==> config.mk <==
export PLATFORM = sky130hd
export DESIGN_NAME = lzbd_ctrl
export DESIGN_NICKNAME = d
export VERILOG_FILES = /design/src/rtl/lzbd_pkg.sv /design/src/rtl/lzbd_ctrl.sv
export SDC_FILE = /design/constraint.sdc
export NUM_CORES = 1
export LEC_CHECK = 0
export ABC_AREA = 1
export BUFFER_PORTS_ARGS = -buffer_cell sky130_fd_sc_hd__buf_4
export CAP_MARGIN = 30
export CORE_AREA = 2 2 42 44
export DETAILED_ROUTE_END_ITERATION = 7
export DIE_AREA = 0 0 44 46
export PLACE_DENSITY = 0.92
export SLEW_MARGIN = 20
export SYNTH_ARGS = -nofsm -noshare
export SYNTH_HDL_FRONTEND = slang
export SYNTH_SLANG_ARGS = --single-unit
==> constraint.sdc <==
create_clock -name clk -period 2.85 [get_ports clk]
set_clock_uncertainty 0.05 [all_clocks]
set_input_delay 0.1425 -clock clk [delete_from_list [all_inputs] [get_ports clk]]
set_output_delay 0.1425 -clock clk [all_outputs]
set_load 0.01 [all_outputs]
==> src/rtl/lzbd_pkg.sv <==
// Shared types, codes and constants of the block decompressor.
`default_nettype none
package lzbd_pkg;
	localparam int unsigned HISTORY_DEPTH_DEF = 65536;
	localparam logic [31:0] CAPACITY_RST      = 32'd65536;

	localparam logic [2:0] ST_RUNNING   = 3'd0;
	localparam logic [2:0] ST_SUCCESS   = 3'd1;
	localparam logic [2:0] ST_BAD_HDR   = 3'd2;
	localparam logic [2:0] ST_CAPACITY  = 3'd3;
	localparam logic [2:0] ST_TRUNCATED = 3'd4;
	localparam logic [2:0] ST_OVERRUN   = 3'd5;
	localparam logic [2:0] ST_BAD_OFF   = 3'd6;

	typedef enum logic [2:0] {
		OP_NONE,
		OP_HDR,
		OP_TAG,
		OP_EXT,
		OP_LIT,
		OP_COPY_RD,
		OP_COPY_WR
	} op_t;

	typedef enum logic [1:0] {
		LEN_ZERO,
		LEN_EXP,
		LEN_PROD
	} len_sel_t;

	typedef struct packed {
		op_t        op;
		logic       fin;
		logic [2:0] fin_status;
		len_sel_t   len_sel;
		logic       clear;
	} cmd_t;

	typedef struct packed {
		logic out_free;
		logic hdr_end;
		logic hdr_long;
		logic hdr_cap;
		logic hdr_zero;
		logic tag_lit;
		logic tag_ext;
		logic tag_ovr;
		logic ext_last;
		logic ext_lit;
		logic ext_ovr;
		logic copy_bad_off;
		logic copy_ovr;
		logic lit_end;
		logic prod_hit;
		logic copy_end;
	} stat_t;
endpackage
`default_nettype wire

==> src/rtl/lzbd_ctrl.sv <==
// Controller state machine of the block decompressor.
`default_nettype none
module lzbd_ctrl (
	input  wire logic          clk,
	input  wire logic          arst_n,
	input  wire logic          in_valid,
	input  wire logic          in_last,
	output logic               in_ready,
	input  wire lzbd_pkg::stat_t st,
	output lzbd_pkg::cmd_t     cmd
);
	import lzbd_pkg::*;

	typedef enum logic [2:0] {
		S_HEADER,
		S_TAG,
		S_EXT,
		S_LITERAL,
		S_COPY_RD,
		S_COPY_WR,
		S_DRAIN
	} state_t;

	state_t state_q, state_d;
	logic   last_q, last_d;
	logic   take;

	assign in_ready = st.out_free && (state_q == S_HEADER || state_q == S_TAG ||
		state_q == S_EXT || state_q == S_LITERAL || state_q == S_DRAIN);
	assign take = in_valid && in_ready;

	always_comb begin
		logic lastf;
		lastf   = in_last;
		state_d = state_q;
		last_d  = last_q;
		cmd     = '{op: OP_NONE, fin: 1'b0, fin_status: ST_RUNNING,
			len_sel: LEN_ZERO, clear: 1'b0};
		case (state_q)
			S_HEADER: if (take) begin
				cmd.op = OP_HDR;
				if (st.hdr_end) begin
					if (st.hdr_cap) begin
						cmd.fin = 1'b1; cmd.fin_status = ST_CAPACITY; cmd.len_sel = LEN_EXP;
					end else if (st.hdr_zero) begin
						cmd.fin = 1'b1; cmd.fin_status = ST_SUCCESS;
					end else begin
						state_d = S_TAG;
					end
				end else if (st.hdr_long || lastf) begin
					cmd.fin = 1'b1; cmd.fin_status = ST_BAD_HDR;
				end
			end
			S_TAG: if (take) begin
				cmd.op = OP_TAG;
				if (st.tag_lit && !st.tag_ext) begin
					if (st.tag_ovr) begin
						cmd.fin = 1'b1; cmd.fin_status = ST_OVERRUN; cmd.len_sel = LEN_PROD;
					end else begin
						state_d = S_LITERAL;
					end
				end else begin
					state_d = S_EXT;
				end
			end
			S_EXT: if (take) begin
				cmd.op = OP_EXT;
				if (st.ext_last) begin
					if (st.ext_lit) begin
						if (st.ext_ovr) begin
							cmd.fin = 1'b1; cmd.fin_status = ST_OVERRUN; cmd.len_sel = LEN_PROD;
						end else begin
							state_d = S_LITERAL;
						end
					end else if (st.copy_bad_off) begin
						cmd.fin = 1'b1; cmd.fin_status = ST_BAD_OFF; cmd.len_sel = LEN_PROD;
					end else if (st.copy_ovr) begin
						cmd.fin = 1'b1; cmd.fin_status = ST_OVERRUN; cmd.len_sel = LEN_PROD;
					end else begin
						state_d = S_COPY_RD;
						last_d  = lastf;
					end
				end
			end
			S_LITERAL: if (take) begin
				cmd.op = OP_LIT;
				if (st.lit_end) begin
					state_d = S_TAG;
					if (st.prod_hit) begin
						cmd.fin = 1'b1; cmd.fin_status = ST_SUCCESS; cmd.len_sel = LEN_PROD;
					end
				end
			end
			S_COPY_RD: begin
				cmd.op  = OP_COPY_RD;
				state_d = S_COPY_WR;
			end
			S_COPY_WR: if (st.out_free) begin
				cmd.op  = OP_COPY_WR;
				lastf   = last_q;
				state_d = S_COPY_RD;
				if (st.copy_end) begin
					state_d = S_TAG;
					if (st.prod_hit) begin
						cmd.fin = 1'b1; cmd.fin_status = ST_SUCCESS; cmd.len_sel = LEN_PROD;
					end
				end
			end
			S_DRAIN: if (take && lastf) begin
				cmd.clear = 1'b1;
				state_d   = S_HEADER;
			end
			default: state_d = S_HEADER;
		endcase

		// truncated stream: last byte while incomplete; a copy carries it to its final byte
		if (!cmd.fin && lastf && (take || cmd.op == OP_COPY_WR) && state_d != S_COPY_RD &&
			state_q != S_DRAIN && (state_q != S_COPY_WR || st.copy_end)) begin
			cmd.fin = 1'b1; cmd.fin_status = ST_TRUNCATED; cmd.len_sel = LEN_PROD;
		end
		if (cmd.fin) begin
			cmd.clear = lastf;
			state_d   = lastf ? S_HEADER : S_DRAIN;
		end
	end

	always_ff @(posedge clk or negedge arst_n) begin
		if (!arst_n) begin
			state_q <= S_HEADER;
			last_q  <= 1'b0;
		end else begin
			state_q <= state_d;
			last_q  <= last_d;
		end
	end
endmodule
`default_nettype wire

==> impl_metrics.env, run 1 <==
export IMPL_dr_pass1_iters=4
export IMPL_rows=15
export IMPL_synth_distinct_cells=25
export IMPL_drt_initial_drc_count=16
export IMPL_synth_nets=159
export IMPL_multiInputGateArea_um2=524.3
export IMPL_cp_top_family="simple AND/OR/NAND/NOR gates"
export IMPL_power_density_nw_per_um2=676.8
export IMPL_synth_fa_ha_area_share_pct=0
export IMPL_fin_cells=187
export IMPL_relSlewSlack_pct=65.77
export IMPL_cts_made_buffers=3
export IMPL_hold_path_class="primary input to asynchronous set/reset pin"
export IMPL_end_kind="primary output"
export IMPL_synth_seq_cells=4
export IMPL_start_util_pct=46.98
export IMPL_path_max_fanout=10
export IMPL_synth_top_family_by_area="simple AND/OR/NAND/NOR gates"
export IMPL_htree_num_levels=1
export IMPL_setup_violations=0
export IMPL_leakage_uw=0.0006253
export IMPL_wl_um=2199
export IMPL_dp_hpwl_um=1876
export IMPL_die_h_um=46
export IMPL_crit_type="flip-flop to primary output"
export IMPL_first_global_vias=929
export IMPL_die_area_um2=2024
export IMPL_fillers=160
export IMPL_layout_commonest_cell="nand2_1"
export IMPL_clock_latency_ns=0.25
export IMPL_cpPeakStageDelay_ns=0.53
export IMPL_area_growth_pct=33.33
export IMPL_max_cap_violations=0
export IMPL_slew_violations=0
export IMPL_antenna_left=0
export IMPL_antenna_found_initial=0
export IMPL_io_pins=31
export IMPL_dp_cells=183
export IMPL_vias=1004
export IMPL_cp_slowest_cell="dfrtp_1"
export IMPL_fmax_ghz=0.4213
export IMPL_drive_gt1_share_pct=28.24
export IMPL_core_region_area_um2=1614
export IMPL_grt_start_max_net_pins=11
export IMPL_worst_pin_slew_ns=0.5081
export IMPL_grt_usage_pct=24.24
export IMPL_synth_xor_area_share_pct=0
export IMPL_regArea_um2=100.1
export IMPL_num_antenna_cells=0
export IMPL_critPathRequiredTime_ns=2.66
export IMPL_post_cts_buffers=0
export IMPL_grt_pass1_wl_um=3636
export IMPL_syn_area_per_cell_um2=5.455
export IMPL_cts_sinks=4
export IMPL_synth_compound_area_share_pct=11.55
export IMPL_via_per_inst=5.369
export IMPL_crit_top_cell="nand2_4"
export IMPL_status="completed"
export IMPL_fin_ws_ns=0.4763
export IMPL_die_w_um=44
export IMPL_overflow=0
export IMPL_root_buffer="clkbuf_4"
export IMPL_synth_simple_gate_area_share_pct=57.59
export IMPL_cts_tree="yes"
export IMPL_gp_congestion=0.9233
export IMPL_syn_inst=139
export IMPL_path_clk_slew_ns=0.04
export IMPL_power_uw=684.3
export IMPL_path_cells="inv_4 > nand2_2 > nand2_4 > nand2_4 > nor2_8 > nand4_1 > o21ai_0 > nor3_2 > nand3_1 > nand2_1 > buf_4"
export IMPL_tns_ns=0
export IMPL_wl_per_cell_um=11.76
export IMPL_period_share_pct=83.29
export IMPL_final_cell_mix="nand2_1, buf_4, inv_1, nor2_1, nand3_1"
export IMPL_fin_nets=192
export IMPL_muxShareOfSynthArea_pct=0
export IMPL_clockBufferDepth=2
export IMPL_hold_violations=0
export IMPL_port_buffers=30
export IMPL_post_place_ws_ns=0.7550
export IMPL_fin_util_pct=62.64
export IMPL_seq_area_frac_synth_pct=13.20
export IMPL_synth_area_um2=758.2
export IMPL_rsz0062_at_grt="false"
export IMPL_irDropWorstVdd_v=0.0003099
export IMPL_cp_start_kind="flip-flop"
export IMPL_path_buf_inv=2
export IMPL_yosys_warnings=0
export IMPL_cp_arrival_ns=2.18
export IMPL_drc_errors=0
export IMPL_finalCriticalPeriod_ns=2.374
[worst paths after layout]
| path | from | endpoint | cells after the start | slack (ns) |
|---|---|---|---|---|
| setup / recovery | state_q[0] | cmd[2] | 11 | 0.48 |
| hold / removal | arst_n | last_q | 2 | 0.18 |
| setup reg to reg | state_q[0] | state_q[1] | 11 | 0.92 |
| hold reg to reg | last_q | last_q | 2 | 0.45 |
| max in group asynchronous | arst_n | state_q[0] | 2 | 2.46 |
| min in group clk | in_last | last_q | 3 | 0.19 |
[report_power, final]
group	switching (uW)	internal (uW)	total (uW)
clock	28.4	47.5	75.9
combinational	287	195	481
sequential	49.0	78.1	127
[area by class of cell]
class / instances / share of cell area, %
well taps: 17 / 2.104
repair buffers: 31 / 23.27
clock buffers: 3 / 2.228
multi-input cells: 104 / 51.86
inverters: 28 / 10.64
flip-flops and latches: 4 / 9.901
[metal layers]
metal	vias to the layer above	track usage (%)	part of all wire [%]
met4	0	14.55	3.9
met1	425	26.60	38
met5	-	0	0
met2	61	42.94	49
li1	507	-	-
met3	11	4.762	9.2
[Yosys cell counts]
library cell   n  share of area (%)
a211o_1        1                1.2
a211oi_1       1               0.99
a21oi_1        1               0.66
a21oi_2        1                1.2
buf_4          2                2.0
buf_6          1                1.5
clkinv_1       1               0.49
dfrtp_1        4                 13
inv_1         24                 12
inv_2          2               0.99
inv_4          1               0.83
nand2_1       37                 18
nand2_2        4                3.3
nand2_4        3                4.5
nand3_1       13                8.6
nand4_1        7                5.8
nor2_1        21                 10
nor2_2         1               0.83
nor2_8         1                2.6
nor3_1         1               0.66
nor3_2         2                2.6
o211ai_1       1               0.99
o21a_1         1               0.99
o21ai_0        7                4.6
o31ai_1        1               0.99
[through the flow]
step | instance area, um2 | hold slack [ns]
floorplan | 758.2 | -0.2031
global placement | 978.4 | -0.1101
detailed placement | 978.4 | -0.1084
CTS | 1011 | 0.1895
global route | 1011 | 0.1912
finish | 1011 | 0.1766
[timing repair]
action / 4_1_cts / 5_1_grt
hold buffers: 1 / 0
resized for setup: 0 / 0
endpoints found under the hold margin: 4 / 0
[state kept, by name, indices dropped and copies added, names as in the netlist]
| name | cells |
|---|---|
| state_q | 3 |
| last_q | 1 |
[cell families (layout without fill, tap and decap cells)]
group,after synthesis,in the layout
AO/OA/AOI/OAI,14,14
buffers and inverters,31,62
AND/OR/NAND/NOR,90,90
flip-flops,4,4
[worst reg2reg max path: stages (launching register included)]
cell     delay, ns
dfrtp_1       0.53
inv_4         0.07
nand2_2       0.13
nand2_4       0.08
nand2_4       0.10
nor2_8        0.06
nand4_1       0.07
o21ai_0       0.19
nor3_2        0.33
nand2_4       0.10
nand2_2       0.07
nand2_1       0.05
(Power assumes the default switching activity.)
==> run 2: changes to the inputs <==
--- a/config.mk
+++ b/config.mk
@@ -8,10 +8,10 @@
 export ABC_AREA = 1
 export BUFFER_PORTS_ARGS = -buffer_cell sky130_fd_sc_hd__buf_4
 export CAP_MARGIN = 30
-export CORE_AREA = 2 2 42 44
+export CORE_AREA = 2 2 45 47
 export DETAILED_ROUTE_END_ITERATION = 7
-export DIE_AREA = 0 0 44 46
-export PLACE_DENSITY = 0.92
+export DIE_AREA = 0 0 47 49
+export PLACE_DENSITY = 0.85
 export SLEW_MARGIN = 20
 export SYNTH_ARGS = -nofsm -noshare
 export SYNTH_HDL_FRONTEND = slang
==> constraint.sdc (replaced) <==
create_clock -name clk -period 2 [get_ports clk]
set_clock_uncertainty 0.05 [all_clocks]
set_input_delay 0.1 -clock clk [delete_from_list [all_inputs] [get_ports clk]]
set_output_delay 0.1 -clock clk [all_outputs]
set_load 0.01 [all_outputs]
==> impl_metrics.env, run 2 (same netlist as run 1, synthesis figures left out) <==
export IMPL_leakage_uw=0.0007902
export IMPL_die_w_um=47
export IMPL_wl_met1_um=1279
export IMPL_relSlewSlack_pct=80.55
export IMPL_grt_usage_pct=28.68
export IMPL_gp_congestion=0.9822
export IMPL_rsz0062_at_grt="true"
export IMPL_cts_sinks=4
export IMPL_hold_violations=0
export IMPL_setup_violations=7
export IMPL_fin_util_pct=76.15
export IMPL_dr_pass1_iters=4
export IMPL_via_per_inst=5.543
export IMPL_final_cell_mix="buf_4, nand2_1, inv_1, nor2_1, nand2_2"
export IMPL_root_buffer="clkbuf_4"
export IMPL_overflow=0
export IMPL_finalCriticalPeriod_ns=2.178
export IMPL_largest_reg_flops=3
export IMPL_fin_ws_ns=-0.1780
export IMPL_max_cap_violations=0
export IMPL_drc_errors=0
export IMPL_num_antenna_cells=0
export IMPL_htree_num_levels=1
export IMPL_top_layer="met4"
export IMPL_area_growth_pct=84.98
export IMPL_wl_met3_um=261
export IMPL_wl_um=3559
export IMPL_rows=16
export IMPL_port_buffers=30
export IMPL_drt_initial_drc_count=72
export IMPL_grt_start_max_net_pins=9
export IMPL_violations="setup timing"
export IMPL_dp_hpwl_um=2061
export IMPL_antenna_found_initial=0
export IMPL_crit_type="flip-flop to primary output"
export IMPL_vias=1236
export IMPL_cp_start_kind="flip-flop"
export IMPL_fin_hold_ws_ns=0.1551
export IMPL_core_region_area_um2=1842
export IMPL_first_global_vias=1156
export IMPL_clock_latency_ns=0.25
export IMPL_period_share_pct=108.9
export IMPL_power_density_nw_per_um2=1130
export IMPL_cts_tree="yes"
export IMPL_fin_nets=218
export IMPL_met2_length_um=1807
export IMPL_path_max_fanout=5
export IMPL_layout_commonest_cell="buf_4"
export IMPL_status="finished with violations"
export IMPL_end_kind="primary output"
export IMPL_grt_pass1_wl_um=4892
export IMPL_die_h_um=49
export IMPL_slew_violations=0
export IMPL_hold_path_class="primary input to asynchronous set/reset pin"
export IMPL_irDropWorstVdd_v=0.0009621
export IMPL_cp_arrival_ns=2.03
export IMPL_largestRegisters="state_q: 3 flops, last_q: 1 flops"
export IMPL_critPathRequiredTime_ns=1.85
export IMPL_start_util_pct=41.17
export IMPL_fmax_ghz=0.4591
export IMPL_wl_per_cell_um=15.96
export IMPL_drive_gt1_share_pct=50.00
export IMPL_clockBufferDepth=2
export IMPL_top_register="state_q"
export IMPL_io_pins=31
export IMPL_cts_made_buffers=3
export IMPL_path_clk_slew_ns=0.05
export IMPL_worst_pin_slew_ns=0.2900
export IMPL_die_area_um2=2303
export IMPL_antenna_left=0
[run 2: cell types whose count changed in the layout (fill, tap and decap cells not counted), moves of 4 or more]
cell	before	now
nor2_1	21	17
nand2_1	37	30
nand3_1	13	8
nand2_2	4	9
buf_6	0	7
buf_4	30	48
[run 2: critical path: stages, from the launching register on]
cell and delay (ns):
dfrtp_2 0.47, buf_4 0.17, nor3_4 0.28, nand2_1 0.11, nand2_1 0.12, nand2_2 0.06, nand3_2 0.09, nor2_2 0.05
nand2_2 0.11, nand2_4 0.10, o31ai_4 0.07, buf_4 0.15
[run 2: final cells by class]
class | instances | area (um2)
multi-input cells | 104 | 660.6
inverters | 28 | 112.6
repair buffers | 57 | 469.2
fillers | 129 | 439.2
well taps | 27 | 33.78
flip-flops and latches | 4 | 103.9
clock buffers | 3 | 22.52
[run 2: report_power, final]
| part | switching [uW] | internal, uW | total [uW] |
|---|---|---|---|
| Clock | 51.5 | 68.4 | 120 |
| Sequential | 58.1 | 117 | 175 |
| Combinational | 700 | 590 | 1290 |
| Total | 809 | 775 | 1580 |
[run 2: repair_timing]
| item | 4_1_cts | 5_1_grt |
|---|---|---|
| endpoints found under the hold margin | 4 | 0 |
| hold buffers | 1 | 0 |
| buffers inserted | 17 | 5 |
| pin swaps | 15 | 20 |
| gates resized for setup | 23 | 24 |
| endpoints found under the setup margin | 5 | 7 |
[run 2: per-stage QoR]
stage	worst slack (ns)	instance area [um2]	total power (uW)	instances	TNS (ns)
floorplan	0.3699	758.2	661.5	139	0
global placement	0.09936	1033	921.0	197	0
detailed placement	0.1149	1033	938.0	197	0
CTS	-0.01995	1259	1297	218	-0.03125
global route	-0.2332	1403	1659	223	-1.137
finish	-0.1780	1403	1585	223	-0.6480
[run 2: worst paths after layout]
check	start	end	slack, ns	cells after the start
worst min-delay path	arst_n	state_q[2]	0.16	2
max in group asynchronous	arst_n	state_q[1]	1.63	2
min in group clk	in_last	last_q	0.17	3
worst min register to register	last_q	last_q	0.46	2
worst max-delay path	state_q[1]	cmd[0]	-0.18	11
worst max register to register	state_q[2]	state_q[2]	-0.03	14
[run 2: metal layers]
metal	up-vias	track usage (%)
li1	554	-
met1	578	35.08
met2	79	48.63
met3	25	1.852
met4	0	13.43
met5	-	0
==> run 3: changes to the inputs <==
--- a/config.mk
+++ b/config.mk
@@ -9,9 +9,11 @@
 export BUFFER_PORTS_ARGS = -buffer_cell sky130_fd_sc_hd__buf_4
 export CAP_MARGIN = 30
 export CORE_AREA = 2 2 45 47
+export CTS_CLUSTER_SIZE = 40
 export DETAILED_ROUTE_END_ITERATION = 7
 export DIE_AREA = 0 0 47 49
 export PLACE_DENSITY = 0.85
+export RECOVER_POWER = 100
 export SLEW_MARGIN = 20
 export SYNTH_ARGS = -nofsm -noshare
 export SYNTH_HDL_FRONTEND = slang
==> impl_metrics.env, run 3 (same netlist as run 1, synthesis figures left out) <==
export IMPL_status="finished with violations"
export IMPL_violations="setup timing"
export IMPL_crit_type="flip-flop to primary output"
export IMPL_wl_per_cell_um=15.98
export IMPL_wl_met1_um=1206
export IMPL_irDropWorstVdd_v=0.0009615
export IMPL_root_buffer="clkbuf_4"
export IMPL_dp_hpwl_um=2061
export IMPL_fmax_ghz=0.4590
export IMPL_io_pins=31
export IMPL_drt_initial_drc_count=66
export IMPL_path_max_fanout=5
export IMPL_slew_violations=0
export IMPL_worst_pin_slew_ns=0.2885
export IMPL_grt_pass1_wl_um=4892
export IMPL_area_growth_pct=84.49
export IMPL_r2r_end="state_q[1]"
export IMPL_clockBufferDepth=2
export IMPL_cp_start_kind="flip-flop"
export IMPL_post_dp_cell_area_um2=1033
export IMPL_worst_r2r_setup_slack_ns=-0.04
export IMPL_port_buffers=30
export IMPL_cp_slowest_cell="dfrtp_2"
export IMPL_wl_met3_um=345
export IMPL_htree_num_levels=1
export IMPL_die_w_um=47
export IMPL_end_kind="primary output"
export IMPL_vias=1260
export IMPL_fin_hold_ws_ns=0.1777
export IMPL_setup_violations=7
export IMPL_core_region_area_um2=1842
export IMPL_cp_arrival_ns=2.03
export IMPL_finalCriticalPeriod_ns=2.179
export IMPL_period_share_pct=108.9
export IMPL_die_h_um=49
export IMPL_hold_violations=0
export IMPL_min_to="last_q"
export IMPL_num_antenna_cells=0
export IMPL_relSlewSlack_pct=80.56
export IMPL_dp_cells=197
export IMPL_overflow=0
export IMPL_fin_cells=223
export IMPL_wl_um=3564
export IMPL_via_per_inst=5.650
export IMPL_rsz0062_at_grt="true"
export IMPL_cts_made_buffers=3
export IMPL_path_buf_inv=2
export IMPL_largest_reg_flops=3
export IMPL_cts_sinks=4
export IMPL_max_cap_violations=0
export IMPL_gp_congestion=0.9822
export IMPL_reg2regPathDepth=14
export IMPL_fin_nets=218
export IMPL_power_uw=1583
export IMPL_start_util_pct=41.17
export IMPL_r2r_start="state_q[0]"
export IMPL_largestRegisters="state_q: 3 flops, last_q: 1 flops"
export IMPL_met2_length_um=1780
export IMPL_drive_gt1_share_pct=49.49
export IMPL_drc_errors=0
export IMPL_layout_commonest_cell="buf_4"
export IMPL_final_cell_mix="buf_4, nand2_1, inv_1, nor2_1, nand2_2"
export IMPL_cp_top_family="simple AND/OR/NAND/NOR gates"
export IMPL_fillers=131
export IMPL_path_cells="buf_4 > nor3_4 > nand2_1 > nand2_1 > nand2_2 > nand3_2 > nor2_2 > nand2_2 > nand2_4 > o31ai_4 > buf_4"
export IMPL_first_global_vias=1156
export IMPL_min_from="in_last"
export IMPL_clock_latency_ns=0.25
export IMPL_top_register="state_q"
export IMPL_fin_ws_ns=-0.1787
export IMPL_path_clk_slew_ns=0.05
export IMPL_cts_tree="yes"
export IMPL_die_area_um2=2303
export IMPL_dr_pass1_iters=4
export IMPL_rows=16
export IMPL_post_place_ws_ns=0.1149
export IMPL_hold_path_class="primary input to flip-flop"
export IMPL_cpPeakStageDelay_ns=0.47
export IMPL_final_area_um2=1399
export IMPL_leakage_uw=0.0007866
export IMPL_top_layer="met4"
export IMPL_power_density_nw_per_um2=1132
export IMPL_grt_start_max_net_pins=9
export IMPL_min_path_cells=3
export IMPL_grt_usage_pct=28.68
export IMPL_antenna_left=0
export IMPL_antenna_found_initial=0
export IMPL_critPathRequiredTime_ns=1.85
## run 3: cell count changes in the layout (fill, tap and decap cells not counted), sizes merged
cell / previous run / this run
clkbuf: 3 / 4
buf: 56 / 55
## run 3: worst max path at each step
stage / end / cells past startpoint / slack [ns] / start
finish: cmd[0] / 11 / -0.18 / state_q[1]
CTS: cmd[0] / 11 / -0.02 / state_q[2]
global placement: cmd[6] / 11 / 0.1 / state_q[0]
global route: cmd[0] / 12 / -0.23 / state_q[0]
detailed placement: cmd[0] / 10 / 0.11 / state_q[0]
floorplan: state_q[2] / 15 / 0.37 / state_q[0]
## run 3: final cells by class
cell class / instances / area, um2 / share of cell area [%]
Inverter: 28 / 112.6 / 8.050
Multi-Input combinational cell: 104 / 660.6 / 47.23
Tap cell: 27 / 33.78 / 2.415
Clock buffer: 3 / 22.52 / 1.610
Timing Repair Buffer: 57 / 465.4 / 33.27
Sequential cell: 4 / 103.9 / 7.424
## run 3: power by group
group	total [uW]	internal, uW	switching (uW)
Sequential	176	117	59.1
Clock	117	68.2	48.8
Combinational	1290	589	701
Total	1580	774	809
## run 3: timing repair
item,in CTS,in global routing
pin swaps,15,20
hold buffers,1,0
gates resized for setup,23,24
hold endpoints to repair,4,0
buffers inserted,17,5
setup endpoints to repair,5,7
gates cloned,0,0
## run 3: through the flow
| stage | TNS, ns | util [%] |
|---|---|---|
| floorplan | 0 | - |
| global placement | 0 | 56.11 |
| detailed placement | 0 | 56.11 |
| CTS | -0.03125 | 68.34 |
| global route | -1.137 | 75.95 |
| finish | -0.6824 | 75.95 |
## run 3: worst min-delay path, stage by stage
cell,delay [ns]
buf_4,0.09
inv_1,0.07
o21ai_0,0.17
## run 3: layer usage
layer	vias up	GRT usage [%]
li1	552	-
met1	590	35.08
met2	90	48.63
met3	28	1.852
met4	0	13.43
met5	-	0
